### src/wms_ram.sv
// ----------------------------------------------------------------------------
// wms_ram
// Generic single write port RAM with one registered read port.
// ----------------------------------------------------------------------------
module wms_ram #(
  parameter int WIDTH = 32,
  parameter int DEPTH = 64
) (
  input  logic                     clk_i,
  input  logic                     we_i,
  input  logic [$clog2(DEPTH)-1:0] waddr_i,
  input  logic [WIDTH-1:0]         wdata_i,
  input  logic [$clog2(DEPTH)-1:0] raddr_i,
  output logic [WIDTH-1:0]         rdata_o
);

  logic [WIDTH-1:0] mem_q [DEPTH];
  logic [WIDTH-1:0] rdata_q;

  always_ff @(posedge clk_i) begin
    if (we_i) begin
      mem_q[waddr_i] <= wdata_i;
    end
    rdata_q <= mem_q[raddr_i];
  end

  assign rdata_o = rdata_q;

endmodule

### config.mk
export PLATFORM = sky130hd
export DESIGN_NAME = wms_ram
export DESIGN_NICKNAME = d
export VERILOG_FILES = /design/src/wms_ram.sv
export SDC_FILE = /design/constraint.sdc
export NUM_CORES = 2
export LEC_CHECK = 0
export BUFFER_PORTS_ARGS = -buffer_cell sky130_fd_sc_hd__buf_2
export CORE_MARGIN = 4
export CORE_UTILIZATION = 50
export DETAILED_ROUTE_END_ITERATION = 10
export PLACE_DENSITY_LB_ADDON = 0.25
export SLEW_MARGIN = 20
export SYNTH_ARGS = -nofsm -noshare
export SYNTH_HDL_FRONTEND = slang
export SYNTH_SLANG_ARGS = --single-unit
### constraint.sdc
create_clock -name clk_i -period 9.18 [get_ports clk_i]
set_input_delay 1.836 -clock clk_i [delete_from_list [all_inputs] [get_ports clk_i]]
set_output_delay 1.836 -clock clk_i [all_outputs]
set_load 0.05 [all_outputs]
# After elaboration in Yosys (flattened, before gate mapping)
# Memories as Yosys holds them, arrays and structs flattened. A register that Yosys moved wholly into a read port is not among the register bits.
# Index checks and enable logic that the tools add are counted.
# op_classes
bitwise	0
mux	2
div_mod_pow	0
reduce_logical	0
multipliers	0
n_shift	0
n_eq_ne	0
n_lt_le_gt_ge	0
addsub	0
# op_table
op	n
$mux W1	2
# totals
word_cells	3
output_inout_bits	32
mem_bits_ro	0
memories	1
ram_bits	2048
inputBits	46
reg_bits	0
latch_bits	0
# memory_table
name	depth	word_bits	rd	rd_ports_with_merged_regs	wr	line	source
mem_q	64	32	1	1	1	17	logic [WIDTH-1:0] mem_q [DEPTH];

# Longest topological paths before layout
# depth
word_depth	2
ltp_mapped	10
mapped_depth_nobuf	5

# Worst setup path before layout
# No wires, ideal clock.
# synth_path
path_kind	input port to flip-flop
start	input port waddr_i[3]
end	memory mem_q[48][0], enable pin
setup_ps	461
cell_stages	4
arrival_ps	4535
path_buffers	1
path_slack_ps	4184
cell_sequence	clkbuf_1 > nor2b_1 > nand4b_1 > nor3_1
# synth_lines
item	line	source
start: declaration	11	input logic [$clog2(DEPTH)-1:0] waddr_i,
end: declaration	17	
# Straight into the memory's write port.

==> results.cfg <==
[run_status]
outcome = complete, no violations

[grt]
first_global_vias = 37100
overflow = 0
antenna_found_initial = 13
grt_use_total_pct = 23.9
grt_pass1_wl_mm = 275
grt_max_degree = 95

[clock_network]
post_cts.repair.setup_buffers = 0
clock-sinks = 2080
cts_hold_buf = 0
post_cts_resized = 0
cts_max_level = 4
clk_latency_ns = 0.83
root_buffer = clkbuf_16
cts_buffer_depth = 3
cts_tree = yes
cts_buffers = 199
path_clk_slew_ns = 0.06

[die]
num_io_pins = 78
start_util_pct = 50.3
coreArea_um2 = 156000
die_x_um = 404
dieArea_um2 = 163000
die_y_um = 404
rows = 145

[final_layout]
fillers = 11200
drive_above_1_share_pct = 29.3
stdcell_area_um2 = 88500
finalNetCount = 3571
area_growth_pct = 12.7
final_util_pct = 56.6

[sta]
tightest_slew_ns = 1.13
setup_violations = 0
fin_hold_ws_ns = 0.813
relSlewSlack_pct = 23.9
worst_slack_ns = 4.52
post-route-period-util_pct = 50.8
finalCriticalPeriod_ns = 4.66
maxSlewViolCount = 0
final_hold_viol_count = 0
max_freq_mhz = 215
finClkSkew_ns = 0.0263
rsz0062_at_grt = no
finalSetupTns_ns = 0

[route]
ant_nets = 0
dr.pass1.iters = 5
vias = 36600
remaining_drc_errors = 0
wire_per_inst_um = 33.4
routed_wl_mm = 193
drt_iter0_drc = 4570
via_per_inst = 6.35

[job]
cap_violations = 0

[yosys]
async_reset_ff_share_pct = 0
syn_inst = 3324
syn_area_um2 = 78500
synth_edf_count = 2048
avgSynthCellArea_um2 = 23.6
seq_area_frac_synth_pct = 79.1
synth_fp_nets = 3370
synth_warnings = 0
yosysUniqueCellTypes = 34
ys_ff_latch = 2080
synth_flop_cell = edfxtp_1

[power]
clock_power_share_pct = 41.1
switching_share_pct = 21.1
p_int_w = 0.0154
switchingPower_w = 0.00412
power_frac_comb_pct = 5.0
power.density_nw_per_um2 = 221
p_leak_nw = 27.4
ir_drop_mv = 0.179
power_frac_seq_pct = 54.0

[critical_path]
path_class = primary input to flip-flop
critPathCaptureType = flip-flop
required_ns = 9.86
critPathLaunchType = primary input
critPathMaxFanout = 83
arrival_ns = 5.34

[placed_design]
place_congestion = 0.762
portBuffers = 77
hpwl_mm = 100
placed_area_um2 = 81900
dpl_worst_slack_ns = 3.68

[min_path]
hold_path.class = flip-flop to flip-flop
==> worst max-delay path: stages <==
cell and delay, ns:
buf_8 0.58, buf_4 0.80, buf_4 0.57, mux4_2 0.39, o221ai_1 0.21, a21oi_1 0.10
a21oi_1 0.64, nor2_1 0.09
==> registers in the layout, indices dropped and copies added (netlist names) <==
register and count:
mem_q 2048, rdata_o 32
==> through the flow <==
stage          std cells  power, W
2_1_floorplan       3324    0.0113
3_3_place_gp        5379    0.0117
3_5_place_dp        5379    0.0117
4_1_cts             5752    0.0197
5_1_grt             5755    0.0202
6_report            5763    0.0196
==> logic make-up after synthesis <==
kind of cell,count (synthesis),share of synthesized area (%)
AO/OA/AOI/OAI,202,1.67
buffers and inverters,182,1.13
flip-flops,2080,79.1
multiplexers,637,16.8
AND/OR/NAND/NOR,223,1.27
==> per-layer routing <==
metal | global-route usage (%) | vias up | share of wire (%)
li1 | - | 14700 | -
met4 | 6.37 | 8 | 2.4
met1 | 34.4 | 19900 | 40
met5 | 0 | - | 0.021
met2 | 37.8 | 1780 | 48
met3 | 5.13 | 265 | 9.4
==> path summary, 6_finish.rpt <==
check | end | startpoint | slack (ns) | cells after the start
setup / recovery | rdata_o[23]$_DFF_P_ | raddr_i[2] | 4.52 | 8
setup reg to reg | rdata_o[27]$_DFF_P_ | mem_q[4][27]$_DFFE_PP_ | 6.87 | 4
hold / removal | rdata_o[17]$_DFF_P_ | mem_q[12][17]$_DFFE_PP_ | 0.81 | 4
hold reg to reg | rdata_o[17]$_DFF_P_ | mem_q[12][17]$_DFFE_PP_ | 0.81 | 4
==> cell usage after synthesis, types with 4 or more instances <==
| library cell | instances | share of area, % |
|---|---|---|
| edfxtp_1 | 2048 | 78 |
| buf_2 | 57 | 0.36 |
| mux4_2 | 544 | 16 |
| nand3_1 | 5 | 0.032 |
| nor2b_1 | 15 | 0.12 |
| clkbuf_1 | 74 | 0.35 |
| a311oi_1 | 8 | 0.089 |
| o22ai_1 | 84 | 0.67 |
| nand2_1 | 26 | 0.12 |
| nand2b_1 | 8 | 0.064 |
| a22oi_1 | 12 | 0.11 |
| nand3b_1 | 5 | 0.048 |
| nor2_1 | 137 | 0.65 |
| a41o_1 | 4 | 0.051 |
| and3_1 | 4 | 0.032 |
| mux2i_1 | 93 | 1.2 |
| o221ai_1 | 27 | 0.30 |
| nor3_1 | 7 | 0.045 |
| dfxtp_1 | 32 | 0.82 |
| a21oi_1 | 62 | 0.40 |
| buf_4 | 25 | 0.24 |
| o32ai_1 | 4 | 0.045 |
| buf_1 | 21 | 0.10 |
| buf_6 | 5 | 0.072 |
==> power by group through the flow <==
stage          sequential, W  combinational (W)  clock (W)
3_5_place_dp          0.0108           0.000979          0
5_1_grt               0.0106            0.00103    0.00859
6_report              0.0106           0.000972    0.00803
2_1_floorplan         0.0108           0.000511          0
3_3_place_gp          0.0108           0.000965          0
4_1_cts               0.0106           0.000981    0.00816
==> cell usage in the layout, fill, tap and decap left out, types with 5 or more instances in the layout <==
| cell type | Yosys | routed |
|---|---|---|
| a21oi_1 | 62 | 62 |
| a22oi_1 | 12 | 12 |
| a311oi_1 | 8 | 8 |
| buf_12 | 0 | 6 |
| buf_2 | 57 | 49 |
| buf_4 | 25 | 122 |
| bufinv_16 | 0 | 16 |
| clkbuf_1 | 74 | 54 |
| clkbuf_16 | 0 | 199 |
| clkbuf_8 | 0 | 15 |
| clkinv_1 | 0 | 35 |
| clkinv_2 | 0 | 37 |
| dfxtp_1 | 32 | 32 |
| diode_2 | 0 | 8 |
| edfxtp_1 | 2048 | 2048 |
| inv_6 | 0 | 8 |
| mux2i_1 | 93 | 93 |
| mux4_2 | 544 | 544 |
| nand2_1 | 26 | 26 |
| nand2b_1 | 8 | 6 |
| nand3_1 | 5 | 5 |
| nand3b_1 | 5 | 5 |
| nor2_1 | 137 | 74 |
| nor2_4 | 0 | 62 |
| nor2b_1 | 15 | 15 |
| nor3_1 | 7 | 5 |
| o221ai_1 | 27 | 27 |
| o22ai_1 | 84 | 83 |
==> area by class of cell <==
| cell class | instances | area [um^2] | area share [%] |
|---|---|---|---|
| Sequential cell | 2080 | 62100 | 70.2 |
| Multi-Input combinational cell | 1062 | 16000 | 18.1 |
| Clock buffer | 268 | 5390 | 6.09 |
| Tap cell | 2058 | 2570 | 2.91 |
| Timing Repair Buffer | 182 | 1370 | 1.54 |
| Clock inverter | 105 | 1020 | 1.15 |
| Antenna cell | 8 | 20.0 | 0.0226 |
Power figures use the tool's default switching activity.
